$ cat src/rtl/backslash_escape_codec_top_defines.svh
`ifndef BACKSLASH_ESCAPE_CODEC_TOP_DEFINES_SVH
`define BACKSLASH_ESCAPE_CODEC_TOP_DEFINES_SVH

// same-cycle implication, sampled on clk, off while arst_n is low
`define BEC_ASSERT_IMP(label, ante, cons, msg) \
	label: assert property (@(posedge clk) disable iff (!arst_n) (ante) |-> (cons)) \
		else $error(msg);

// next-cycle implication, sampled on clk, off while arst_n is low
`define BEC_ASSERT_NXT(label, ante, cons, msg) \
	label: assert property (@(posedge clk) disable iff (!arst_n) (ante) |=> (cons)) \
		else $error(msg);

`endif

$ cat src/rtl/bec_pkg.sv
`default_nettype none

package bec_pkg;

	localparam logic [7:0] CH_BSLASH = 8'h5C;
	localparam logic [7:0] CH_N      = 8'h6E;
	localparam logic [7:0] CH_S      = 8'h73;
	localparam logic [7:0] CH_SPACE  = 8'h20;
	localparam logic [7:0] CH_NL     = 8'h0A;

	localparam int unsigned QUEUE_DEPTH = 4;

	typedef enum logic {
		MODE_ESCAPE   = 1'b0,
		MODE_UNESCAPE = 1'b1
	} mode_t;

	typedef struct packed {
		logic [7:0] in_byte;
		logic       in_last;
	} in_item_t;

	typedef struct packed {
		logic [7:0] out_byte;
		logic       out_valid;
		logic       out_last;
		logic       bad_escape;
		logic       message_ok;
	} out_item_t;

	// one classified input: one result, or two when a special byte is escaped
	typedef struct packed {
		logic [7:0] first_byte;
		logic [7:0] second_byte;
		logic       two;
		logic       valid;
		logic       last;
		logic       bad;
		logic       ok;
	} job_t;

	typedef struct packed {
		logic full;
		logic empty;
	} queue_stat_t;

endpackage

`default_nettype wire

$ cat src/rtl/bec_queue.sv
`default_nettype none

module bec_queue import bec_pkg::*; #(
	parameter int unsigned DEPTH = QUEUE_DEPTH
) (
	input  wire logic        clk,
	input  wire logic        arst_n,
	input  wire logic        push,
	input  wire job_t        wr_job,
	input  wire logic        pop,
	output job_t             rd_job,
	output queue_stat_t      stat
);

	localparam int unsigned AW = (DEPTH > 1) ? $clog2(DEPTH) : 1;
	localparam int unsigned CW = $clog2(DEPTH + 1);

	job_t            mem_q [DEPTH];
	logic [AW-1:0]   wr_ptr_q;
	logic [AW-1:0]   rd_ptr_q;
	logic [CW-1:0]   count_q;

	function automatic logic [AW-1:0] ptr_next(input logic [AW-1:0] p);
		return (p == AW'(DEPTH - 1)) ? '0 : p + AW'(1);
	endfunction

	always_ff @(posedge clk) begin
		if (push) begin
			mem_q[wr_ptr_q] <= wr_job;
		end
	end

	always_ff @(posedge clk or negedge arst_n) begin
		if (!arst_n) begin
			wr_ptr_q <= '0;
			rd_ptr_q <= '0;
			count_q  <= '0;
		end else begin
			if (push) begin
				wr_ptr_q <= ptr_next(wr_ptr_q);
			end
			if (pop) begin
				rd_ptr_q <= ptr_next(rd_ptr_q);
			end
			if (push && !pop) begin
				count_q <= count_q + CW'(1);
			end else if (pop && !push) begin
				count_q <= count_q - CW'(1);
			end
		end
	end

	assign rd_job     = mem_q[rd_ptr_q];
	assign stat.full  = (count_q == CW'(DEPTH));
	assign stat.empty = (count_q == '0);

endmodule

`default_nettype wire

$ cat src/rtl/bec_front.sv
`default_nettype none

module bec_front import bec_pkg::*; (
	input  wire logic     clk,
	input  wire logic     arst_n,
	input  wire logic     mode_we,
	input  wire logic     mode_wdata,
	input  wire logic     item_valid,
	output logic          item_stall,
	input  wire in_item_t item,
	input  wire logic     queue_full,
	output logic          push,
	output job_t          job
);

	mode_t mode_q;
	logic  pend_q;
	logic  err_q;
	logic  accept;
	logic  want_push;
	logic  pend_d;
	logic  err_d;
	logic  [7:0] b;
	logic  last;

	assign b          = item.in_byte;
	assign last       = item.in_last;
	assign item_stall = queue_full;
	assign accept     = item_valid && !queue_full;
	assign push       = accept && want_push;

	always_comb begin
		job        = '0;
		want_push  = 1'b1;
		pend_d     = pend_q;
		err_d      = err_q;
		job.valid  = 1'b1;
		job.last   = last;
		job.first_byte = b;
		unique case (mode_q)
			MODE_ESCAPE: begin
				job.two = 1'b1;
				unique case (b)
					CH_BSLASH: job.second_byte = CH_BSLASH;
					CH_NL:     job.second_byte = CH_N;
					CH_SPACE:  job.second_byte = CH_S;
					default:   job.two = 1'b0;
				endcase
				if (job.two) begin
					job.first_byte = CH_BSLASH;
				end
				job.ok = last && !err_q;
			end
			MODE_UNESCAPE: begin
				if (pend_q) begin
					pend_d = 1'b0;
					unique case (b)
						CH_S:      job.first_byte = CH_SPACE;
						CH_N:      job.first_byte = CH_NL;
						CH_BSLASH: job.first_byte = CH_BSLASH;
						default: begin
							job.bad = 1'b1;
							err_d   = 1'b1;
						end
					endcase
					job.ok = last && !err_d;
				end else if (b == CH_BSLASH) begin
					if (last) begin
						err_d          = 1'b1;
						job.first_byte = '0;
						job.valid      = 1'b0;
						job.bad        = 1'b1;
					end else begin
						pend_d    = 1'b1;
						want_push = 1'b0;
					end
				end else begin
					job.ok = last && !err_q;
				end
			end
			default: want_push = 1'b0;
		endcase
		if (last) begin
			pend_d = 1'b0;
			err_d  = 1'b0;
		end
	end

	always_ff @(posedge clk or negedge arst_n) begin
		if (!arst_n) begin
			mode_q <= MODE_ESCAPE;
			pend_q <= 1'b0;
			err_q  <= 1'b0;
		end else begin
			if (mode_we) begin
				mode_q <= mode_t'(mode_wdata);
			end
			if (accept) begin
				pend_q <= pend_d;
				err_q  <= err_d;
			end
		end
	end

endmodule

`default_nettype wire

$ cat src/rtl/bec_back.sv
`default_nettype none

module bec_back import bec_pkg::*; (
	input  wire logic      clk,
	input  wire logic      arst_n,
	input  wire job_t      job,
	input  wire logic      queue_empty,
	output logic           pop,
	output logic           result_valid,
	input  wire logic      result_stall,
	output out_item_t      result
);

	logic      phase_q;
	logic      result_valid_q;
	out_item_t result_q;
	logic      load;
	logic      emit;
	logic      first_half;
	out_item_t next_res;

	assign load       = !result_valid_q || !result_stall;
	assign emit       = load && !queue_empty;
	assign first_half = job.two && !phase_q;
	assign pop        = emit && !first_half;

	always_comb begin
		next_res = '0;
		priority if (first_half) begin
			next_res.out_byte  = CH_BSLASH;
			next_res.out_valid = 1'b1;
		end else if (job.two) begin
			next_res.out_byte   = job.second_byte;
			next_res.out_valid  = 1'b1;
			next_res.out_last   = job.last;
			next_res.message_ok = job.ok;
		end else begin
			next_res.out_byte   = job.first_byte;
			next_res.out_valid  = job.valid;
			next_res.out_last   = job.last;
			next_res.bad_escape = job.bad;
			next_res.message_ok = job.ok;
		end
	end

	always_ff @(posedge clk or negedge arst_n) begin
		if (!arst_n) begin
			phase_q        <= 1'b0;
			result_valid_q <= 1'b0;
		end else begin
			if (load) begin
				result_valid_q <= !queue_empty;
			end
			if (emit) begin
				phase_q <= first_half;
			end
		end
	end

	always_ff @(posedge clk) begin
		if (emit) begin
			result_q <= next_res;
		end
	end

	assign result_valid = result_valid_q;
	assign result       = result_q;

endmodule

`default_nettype wire

$ cat src/rtl/backslash_escape_codec_top.sv
// Backslash escape codec. With mode 0 each input byte gives one result, or two for backslash,
// newline and space (backslash-backslash, backslash-n, backslash-s); with mode 1 escapes are
// undone, a lone backslash gives no result, an unknown or trailing escape is flagged in
// bad_escape and message_ok on the last result of the message is set only if none was seen.
// An input transaction is taken every cycle while the queue has room; every result occupies the
// single output register, which holds it while result_stall is high, so an escaped special byte
// leaves as two results and everything else as one. Each input passes the queue and then the
// output register before its first result appears. Write mode only while the codec is idle.
`default_nettype none

`include "backslash_escape_codec_top_defines.svh"

module backslash_escape_codec_top import bec_pkg::*; #(
	parameter int unsigned FIFO_DEPTH = QUEUE_DEPTH
) (
	input  wire logic     clk,
	input  wire logic     arst_n,
	input  wire logic     mode_we,
	input  wire logic     mode_wdata,
	input  wire logic     item_valid,
	output logic          item_stall,
	input  wire in_item_t item,
	output logic          result_valid,
	input  wire logic     result_stall,
	output out_item_t     result
);

	job_t        wr_job;
	job_t        rd_job;
	logic        push;
	logic        pop;
	queue_stat_t stat;

	bec_front u_front (
		.clk        (clk),
		.arst_n     (arst_n),
		.mode_we    (mode_we),
		.mode_wdata (mode_wdata),
		.item_valid (item_valid),
		.item_stall (item_stall),
		.item       (item),
		.queue_full (stat.full),
		.push       (push),
		.job        (wr_job)
	);

	bec_queue #(
		.DEPTH (FIFO_DEPTH)
	) u_queue (
		.clk    (clk),
		.arst_n (arst_n),
		.push   (push),
		.wr_job (wr_job),
		.pop    (pop),
		.rd_job (rd_job),
		.stat   (stat)
	);

	bec_back u_back (
		.clk          (clk),
		.arst_n       (arst_n),
		.job          (rd_job),
		.queue_empty  (stat.empty),
		.pop          (pop),
		.result_valid (result_valid),
		.result_stall (result_stall),
		.result       (result)
	);

	`BEC_ASSERT_IMP(a_push_not_full, push, !stat.full, "push into a full queue")
	`BEC_ASSERT_IMP(a_pop_not_empty, pop, !stat.empty, "pop from an empty queue")
	`BEC_ASSERT_IMP(a_empty_marker, result_valid && !result.out_valid, result.out_last && result.bad_escape && (result.out_byte == 8'h00), "malformed empty end marker")
	`BEC_ASSERT_IMP(a_ok_on_last, result_valid && result.message_ok, result.out_last && !result.bad_escape, "message_ok off the clean last result")

endmodule

`default_nettype wire

$ cat config.mk
export PLATFORM = sky130hd
export DESIGN_NAME = backslash_escape_codec_top
export DESIGN_NICKNAME = d
export VERILOG_FILES = /design/src/rtl/bec_pkg.sv /design/src/rtl/bec_queue.sv /design/src/rtl/bec_front.sv /design/src/rtl/bec_back.sv /design/src/rtl/backslash_escape_codec_top.sv
export VERILOG_INCLUDE_DIRS = /design/src /design/src/rtl
export SDC_FILE = /design/constraint.sdc
export NUM_CORES = 1
export LEC_CHECK = 0
export BUFFER_PORTS_ARGS = -buffer_cell sky130_fd_sc_hd__buf_2
export CAP_MARGIN = 20
export CELL_PAD_IN_SITES_DETAIL_PLACEMENT = 0
export CELL_PAD_IN_SITES_GLOBAL_PLACEMENT = 1
export CORE_MARGIN = 2
export CORE_UTILIZATION = 30
export DETAILED_ROUTE_END_ITERATION = 8
export GPL_ROUTABILITY_DRIVEN = 0
export PLACE_DENSITY_LB_ADDON = 0.1
export SLEW_MARGIN = 5
export SYNTH_ARGS = -nofsm -noshare
export SYNTH_HDL_FRONTEND = slang
export SYNTH_SLANG_ARGS = --single-unit
$ cat constraint.sdc
create_clock -name clk -period 2.7 [get_ports clk]
set_input_delay 0 -clock clk [delete_from_list [all_inputs] [get_ports clk]]
set_output_delay 0 -clock clk [all_outputs]
set_load 0.02 [all_outputs]
# After elaboration in Yosys (flattened, before gate mapping)
# Memory sizes are Yosys's and may differ from the RTL's.
# Cells that the tools add are included.
# op_classes
addsub	4
n_mul	0
n_div	0
n_lt_le_gt_ge	0
eq_ne	8
shifts	0
n_mux	41
n_bitwise	1
n_reduce_logical	29
# ops
op	n
two-way mux 8 bit	5
two-way mux 1 bit	26
equality test 8 x 7 -> 1 bit, second input constant	3
one-hot mux 8 bit (3 select lines)	1
one-hot mux 7 bit (3 select lines)	1
one-hot mux 8 bit (2 select lines)	1
logical NOT 1 bit	10
two-way mux 10 bit	1
logical AND 1 bit	9
equality test 8 x 4 -> 1 bit, second input constant	1
equality test 8 x 6 -> 1 bit, second input constant	1
two-way mux 2 bit	3
two-way mux 3 bit	2
nonzero test 2 bit	3
OR reduction 3 bit	2
adder 2 x 1 -> 2 bit, second input constant	2
equality test 2 bit, second input constant	2
adder 3 x 1 -> 3 bit, second input constant	1
equality test 3 bit, second input constant	1
logical NOT 3 bit	1
AND reduction 3 bit	1
subtractor 3 x 1 -> 3 bit, second input constant	1
one-hot mux 1 bit (2 select lines)	1
AND reduction 2 bit	1
3 further kinds	3
# word_totals
ff_bits	24
latchBits	0
ramBits	80
mem_bits_ro	0
input_bits	15
wordCells	97
mem_count	1
# mem_list
memory	words	width	rd	rd_ports_with_merged_regs	write_ports	line	rtl
u_queue.mem_q	4	20	1	0	1	bec_queue.sv:18	job_t mem_q [DEPTH];

# Logic depth before layout (Yosys ltp)
# Gate-level depths: netlist (run 1).
# depth
word_depth	9
ltp_mapped	11
mapped_depth_nobuf	10

# By module
# A second synthesis (run 1) with hierarchy kept.
# hier_totals
cells_unflattened	269
hier_area_um2	4664.5
# by_module_without_submodules
module	instances	cells_each	area_per_inst_um2	seq_area_each_um2
bec_queue	1	146	3479.6	2697.6
bec_back	1	51	634.4	410.4
bec_front	1	72	550.5	75.1

# Least setup slack after synthesis (run 1)
# OpenSTA, ideal clock, no wires.
# synth_path
kind	flip-flop to flip-flop
start	reg u_back.result_valid_q, in the netlist u_back.result_valid
end	reg u_queue.count_q[1]
setup_ns	0.125
t_arrival_ns	2.500
slack_ns	0.075
path_stages_with_launch	8
synth_period_minus_slack_ns	2.625
cell_sequence	dfrtp_1 -> a21oi_1 -> nor2b_4 -> inv_1 -> ha_1 -> inv_1 -> fa_1 -> mux2_2
# synth_between
elab_chain_cells	7
word_cells_on_any_way	9
cone_classes	mux: 1; reduce/logical: 8
# synth_rtl
element	line	rtl
from (decl)	bec_back.sv:15	logic result_valid_q;
from (signal assigned)	bec_back.sv:52	result_valid_q <= !queue_empty;
logical NOT 1 bit *	bec_back.sv:22	assign load = !result_valid_q || !result_stall;
logical OR 1 bit *	bec_back.sv:22	
logical AND 1 bit *	bec_back.sv:23	assign emit = load && !queue_empty;
via u_back.emit	bec_back.sv:18	logic emit;
logical AND 1 bit *	bec_back.sv:25	assign pop = emit && !first_half;
logical NOT 1 bit	bec_queue.sv:45	if (push && !pop) begin
logical AND 1 bit	bec_queue.sv:45	
two-way mux 3 bit / nonzero test 2 bit (equally long branches)	--	
to (signal assigned)	bec_queue.sv:46	count_q <= count_q + CW'(1);
to (signal assigned)	bec_queue.sv:48	count_q <= count_q - CW'(1);
to (decl)	bec_queue.sv:21	logic [CW-1:0] count_q;
# The timed path passes the listed nets; every way through them passes the cells marked *.
# A chain may end at the register's enable or synchronous reset.

# Worst setup path after layout (run 1)
# layout_path
start	reg u_queue.count_q[2]
end	reg u_queue.count_q[2]
# layout_between
elab_chain_cells	7
word_cells_on_any_way	17
cone_classes	add/sub: 2; eq/ne: 1; mux: 2; reduce/logical: 12
# layout_rtl
element	line	rtl
equality test 3 bit *	bec_queue.sv:54	assign stat.full = (count_q == CW'(DEPTH));
logical NOT 1 bit *	bec_front.sv:29	assign accept = item_valid && !queue_full;
logical AND 1 bit *	bec_front.sv:29	
logical AND 1 bit *	bec_front.sv:30	assign push = accept && want_push;
via push	backslash_escape_codec_top.sv:30	logic push;
logical NOT 1 bit	bec_queue.sv:47	end else if (pop && !push) begin
logical AND 1 bit	bec_queue.sv:47	
nonzero test 2 bit (no source line)	--	
# The timed path passes the listed nets; every way through them passes the cells marked *. The select of a mux whose other input is x is not followed.

==> flow_metrics.py, run 1 <==
metrics = {
    "global_route": {
        "grt_usage": 0.122,
        "grt_pass1_wl_um": 12700,
        "overflow": 0,
        "grt_pass1_vias": 2182,
        "antenna_found_initial": 0,
        "grt_start_max_net_pins": 20,
    },
    "power_and_ir_drop": {
        "vdd_drop_max_uv": 318,
        "share_comb_of_total_power": 0.304,
        "p_seq_frac": 0.439,
        "p_switching_mw": 1.42,
        "finalPower_mw": 4.77,
        "switching_share": 0.297,
        "p_int_mw": 3.35,
        "power.density_nw_per_um2": 1010,
        "cellLeakagePower_nw": 1.67,
        "pwr-share-clk": 0.257,
    },
    "detailed_routing": {
        "wl_per_cell_um": 17.0,
        "vias": 2111,
        "wl_um": 7860,
        "drcViolationCount": 0,
        "drt_iter0_markers": 188,
        "ant_nets": 0,
        "via_per_inst": 4.57,
        "first_pass_iters": 4,
    },
    "clock_network": {
        "cts_buffer_depth": 2,
        "ctsResizeCount": 0,
        "cts_tree": "built",
        "path_clk_slew_ns": 0.06,
        "hold_buffers": 6,
        "post-cts-setup-buffer-count": 0,
        "root_buffer": "clkbuf_16",
        "worstSkewPairLatency_ns": 0.33,
        "cts_inserted_buffers": 9,
        "cts_max_level": 3,
        "numClockSinks": 92,
    },
    "die": {
        "top_level_ports": 29,
        "start_util": 0.305,
        "dieArea_um2": 14200,
        "core-area_um2": 13100,
        "die_w_um": 119,
        "num_rows": 42,
        "die_h_um": 119,
    },
    "synthesis": {
        "syn_area_um2": 3990,
        "synth_cell_types": 52,
        "async_flop_share": 0.130,
        "synth_top_area_cell": "edfxtp_1",
        "ys_seq_area_frac": 0.678,
        "syn_inst": 236,
        "ys_ff_latch": 92,
        "syn-num-nets": 258,
        "yosys-top-cells-area": "edfxtp_1 60%, mux4_2 9.6%, dfrtp_1 7.5%, ha_1 1.9%, inv_1 1.3%",
        "yosysWarnings": 0,
        "syn_avg_cell_area_um2": 16.9,
        "ys.flop_type": "edfxtp_1",
        "yosysTopAreaCellShare": 0.603,
        "synth_edf_count": 80,
    },
    "placement": {
        "io_buffers": 28,
        "dp_cells": 440,
        "dp_hpwl_um": 5120,
        "place_area_um2": 4370,
    },
    "worst_setup_path": {
        "cp.arrival_ns": 2.60,
        "cp.depth": 9,
        "r2r_setup_slack_ns": 0.36,
        "cp_cell_sequence": "nor3b_1 > nand2b_1 > a41oi_4 > ha_1 > inv_1 > fa_1 > xor2_1 > nor2_1 > xor2_1",
        "path_buf_inv": 1,
        "cpPeakStageDelay_ns": 0.43,
        "r2r-start": "u_queue.count_q[2]",
        "cp-end-kind": "flop",
        "path_delay_family": "adder cells",
        "reg2reg_depth": 9,
        "cp.required_ns": 2.96,
        "timing.rr.end": "u_queue.count_q[2]",
        "cpMostUsedCell": "xor2_1",
        "cp_slowest_cell": "fa_1",
        "startpoint": "u_queue.count_q[2]",
        "path_max_fanout": 7,
        "criticalPathCategory": "flop to flop",
        "startpoint_type": "flop",
        "worstSetupEndpoint": "u_queue.count_q[2]",
    },
    "sta": {
        "fin_crit_ns": 2.34,
        "timing_hold_violations_final": 0,
        "setup_viol": 0,
        "fin_worst_hold_slack_ns": 0.0829,
        "worst_slew_pin_slew_ns": 0.597,
        "skew_ns": 0.00769,
        "rsz0062_at_grt": "false",
        "report.final.slew_viol_count": 0,
        "slew_headroom": 0.599,
        "fmax_mhz": 427,
        "final.setup.tns_ns": 0,
        "period_share": 0.868,
    },
    "layout": {
        "most-common-layout-cells": "80 x edfxtp_1, 28 x buf_2, 17 x mux4_2",
        "final_area_um2": 4710,
        "num-fill-cells": 1207,
        "instances_no_fill": 462,
        "area_growth_pct": 18.3,
        "layout_commonest_cell": "edfxtp_1",
        "layout.nets": 303,
        "antenna_cells": 0,
        "drive_gt1_frac": 0.276,
    },
    "hold_path": {
        "min_path_type": "input port to asynchronous set/reset pin",
    },
    "job": {
        "max_cap_viol_count": 0,
    },
    "status": {
        "status": "completed",
    },
}
[power by group through the flow]
stage	Combinational, mW	Clock (mW)	Sequential (mW)
5_1_grt	1.62	1.34	2.12
4_1_cts	1.50	1.27	2.10
6_report	1.45	1.22	2.09
3_5_place_dp	1.50	0	2.12
2_1_floorplan	0.939	0	2.22
3_3_place_gp	1.50	0	2.12
[cells in the mapped netlist, types with 2 or more instances]
cell type and n:
buf_2 2, o21ai_0 4, edfxtp_1 80, nor2b_1 5, mux4_2 17, mux2_1 2, or3_1 2, ha_1 6
nor3_1 3, clkbuf_1 5, dfrtp_1 12, mux2_4 2, and2_1 6, xor2_1 2, nor2b_4 2, nor2_1 9
nand2_1 10, a21oi_1 8, nand3b_1 3, or2_1 3, or3b_1 2, o21a_1 2, nand3_1 4, a211oi_2 2
o21ai_1 3, inv_1 14
[worst min-delay path by stage]
stage / start / endpoint / slack (ns) / cells after the start
after floorplan: arst_n / u_back.phase_q / -0.30 / 0
after global placement: arst_n / u_queue.rd_ptr_q[1] / -0.09 / 1
after detailed placement: arst_n / u_queue.rd_ptr_q[1] / -0.09 / 1
after CTS: arst_n / u_queue.rd_ptr_q[0] / 0.08 / 2
after global routing: arst_n / u_back.phase_q / 0.1 / 2
final: arst_n / u_back.result_valid / 0.08 / 2
[logic make-up (layout without fill, tap and decap cells)]
logic type,Yosys count,in the layout,synth area share
AO/OA/AOI/OAI,29,29,0.0540
XOR/XNOR,3,3,0.00659
adder cells (fa/ha/maj),7,7,0.0239
buffers and inverters,23,73,0.0251
flip-flops,92,92,0.678
multiplexers,23,23,0.115
AND/OR/NAND/NOR,59,59,0.0977
[worst register-to-register path, cell delays in order, from the launching register on]
cell and delay [ns]:
dfrtp_1 0.40, nor3b_1 0.16, nand2b_1 0.24, a41oi_4 0.32, ha_1 0.24, inv_1 0.07, fa_1 0.43, xor2_1 0.15
nor2_1 0.11, xor2_1 0.15
[registers in the layout, summed over array words and instances, names as in the netlist]
register and count:
u_back.phase_q 1, u_queue.count_q 3, u_queue.rd_ptr_q 2, u_back.result 12
u_front.err_q 1, u_front.mode_q 1, u_front.pend_q 1, u_queue.mem_q 68
u_queue.wr_ptr_q 2, u_back.result_valid 1
[layer usage]
metal | vias to the layer above | wire [µm] | part of all wire | GRT usage
met5 | - | 0 | 0 | 0
met4 | 0 | 53 | 0.0067 | 0.0446
met3 | 2 | 212 | 0.027 | 0.0263
met2 | 38 | 3710 | 0.47 | 0.186
met1 | 1071 | 3890 | 0.49 | 0.171
li1 | 1000 | - | - | -
[through the flow]
| stage | setup slack [ns] | utilization |
|---|---|---|
| floorplan | 0.0751 | - |
| global placement | 0.414 | 0.334 |
| detailed placement | 0.362 | 0.334 |
| CTS | 0.336 | 0.360 |
| global route | 0.181 | 0.360 |
| finish | 0.357 | 0.360 |
[cell type report]
class                      instances  area (µm²)  share of cell area
tap                              176         220              0.0467
sequential                        92        2700               0.573
timing repair buffer              43         268              0.0568
clock buffer                      13         250              0.0531
inverter                          14        52.6              0.0111
clock inverter                     3        38.8             0.00823
multi-input combinational        121        1180               0.251
Note: power is estimated with default switching activity, not from simulation.
==> run 2, diff against run 1 <==
- HOLD_SLACK_MARGIN: unset -> 0.08
- PLACE_DENSITY_LB_ADDON: 0.1 -> 0.15
- clock period: 2.7 -> 2.8 ns (I/O delays scaled with it)
==> flow_metrics.py, run 2 (same netlist as run 1, synthesis figures left out) <==
metrics = {
    "status": {
        "status": "completed",
    },
    "layout": {
        "num-fill-cells": 1249,
        "top_register": "u_queue.mem_q",
        "most-common-layout-cells": "80 x edfxtp_1, 28 x buf_2, 17 x mux4_2",
        "seq_area_um2": 2700,
        "fin_util": 0.360,
        "drive_gt1_frac": 0.280,
        "largest_reg_flops": 68,
        "antenna_cells": 0,
        "layout_commonest_cell": "edfxtp_1",
        "area_growth_pct": 18.2,
        "layout.nets": 303,
        "multiInputGateArea_um2": 1180,
    },
    "sta": {
        "period_share": 0.831,
        "report.final.slew_viol_count": 0,
        "timing_hold_violations_final": 0,
        "final.setup.tns_ns": 0,
        "worst_slew_pin_slew_ns": 0.614,
        "rsz0062_at_grt": "false",
        "setup_viol": 0,
        "fmax_mhz": 430,
        "slew_headroom": 0.588,
        "skew_ns": 0.00885,
        "fin_crit_ns": 2.33,
    },
    "worst_setup_path": {
        "startpoint_type": "input port",
        "path_buf_inv": 3,
        "cp-end-kind": "flop",
        "cpPeakStageDelay_ns": 0.52,
        "cp_slowest_cell": "dlygate4sd3_1",
        "worstSetupEndpoint": "u_queue.count_q[1]",
        "r2r_setup_slack_ns": 0.48,
        "cp.required_ns": 3.02,
        "cp.arrival_ns": 2.55,
        "path_delay_family": "buffers and inverters",
        "reg2reg_depth": 9,
        "timing.rr.end": "u_queue.count_q[2]",
        "criticalPathCategory": "input port to flop",
        "cp.depth": 9,
        "cp_cell_sequence": "dlygate4sd3_1 > buf_2 > nand4bb_4 > nor4_4 > a41oi_4 > ha_1 > inv_1 > fa_1 > mux2_2",
        "path_max_fanout": 7,
        "startpoint": "item[8]",
        "r2r-start": "u_queue.count_q[2]",
    },
    "global_route": {
        "grt_pass1_vias": 2051,
        "grt_start_max_net_pins": 20,
        "grt_pass1_wl_um": 12200,
        "antenna_found_initial": 0,
        "grt_usage": 0.118,
        "overflow": 0,
    },
    "placement": {
        "io_buffers": 28,
        "dp_hpwl_um": 5080,
    },
    "detailed_routing": {
        "vias": 2098,
        "wl_per_cell_um": 16.9,
        "drt_iter0_markers": 143,
        "wl_um": 7790,
        "drcViolationCount": 0,
        "first_pass_iters": 4,
        "via_per_inst": 4.54,
        "ant_nets": 0,
    },
    "power_and_ir_drop": {
        "finalPower_mw": 4.57,
        "share_comb_of_total_power": 0.307,
        "power.density_nw_per_um2": 970,
        "p_seq_frac": 0.441,
        "p_switching_mw": 1.36,
        "vdd_drop_max_uv": 316,
        "cellLeakagePower_nw": 1.67,
        "pwr-share-clk": 0.252,
        "p_int_mw": 3.20,
        "switching_share": 0.299,
    },
    "clock_network": {
        "cts_buffer_depth": 2,
        "hold_buffers": 6,
        "path_clk_slew_ns": 0.06,
        "post-cts-setup-buffer-count": 0,
        "cts_inserted_buffers": 9,
        "worstSkewPairLatency_ns": 0.33,
        "cts_max_level": 3,
        "root_buffer": "clkbuf_16",
        "ctsResizeCount": 0,
        "cts_tree": "built",
        "numClockSinks": 92,
    },
    "die": {
        "die_w_um": 119,
        "core-area_um2": 13100,
        "start_util": 0.305,
        "dieArea_um2": 14200,
        "num_rows": 42,
        "top_level_ports": 29,
        "die_h_um": 119,
    },
    "job": {
        "max_cap_viol_count": 0,
    },
    "hold_path": {
        "min_path_type": "input port to asynchronous set/reset pin",
    },
}
-- run 2: per-stage QoR --
step / area, µm² / hold WS, ns / setup slack, ns / cells
global route: 4710 / 0.119 / 0.320 / 462
floorplan: 3990 / -0.296 / 0.175 / 236
detailed placement: 4370 / -0.0865 / 0.481 / 440
finish: 4710 / 0.0959 / 0.474 / 462
CTS: 4710 / 0.100 / 0.454 / 462
global placement: 4370 / -0.0834 / 0.508 / 440
-- run 2: final cells by class --
cell class,instances,area share
Clock buffer,10,0.0486
Sequential cell,92,0.574
Inverter,14,0.0112
Tap cell,176,0.0468
Timing Repair Buffer,43,0.0569
Clock inverter,6,0.0117
Multi-Input combinational cell,121,0.251
-- run 2: power by group through the flow --
stage               Clock [mW]  Combinational [mW]  Sequential (mW)
CTS                       1.18                1.44             2.02
global route              1.24                1.55             2.05
floorplan                    0               0.906             2.14
finish                    1.15                1.40             2.01
detailed placement           0                1.43             2.05
global placement             0                1.44             2.04
-- run 2: how the worst min path moves through the flow --
stage	from	endpoint	slack (ns)	depth (start not counted)
after floorplan	arst_n	u_back.phase_q	-0.30	0
final	arst_n	u_back.result_valid	0.1	2
after detailed placement	arst_n	u_back.phase_q	-0.09	1
after global routing	arst_n	u_back.result_valid	0.12	2
after CTS	arst_n	u_back.result_valid	0.10	2
after global placement	arst_n	u_back.phase_q	-0.08	1
-- run 2: per-layer routing --
metal	track usage	vias to the layer above	share of wire
li1	-	998	-
met1	0.167	1048	0.49
met2	0.173	42	0.46
met3	0.0278	10	0.033
met4	0.0499	0	0.021
met5	0	-	0
-- run 2: worst reg2reg max path, stage by stage, from the launching register on --
cell and delay [ns]:
dfrtp_1 0.40, nor3b_1 0.15, nand2b_1 0.24, a41oi_4 0.33, ha_1 0.24, inv_1 0.07, fa_1 0.43, xor2_1 0.15
nor2_1 0.11, xor2_1 0.14
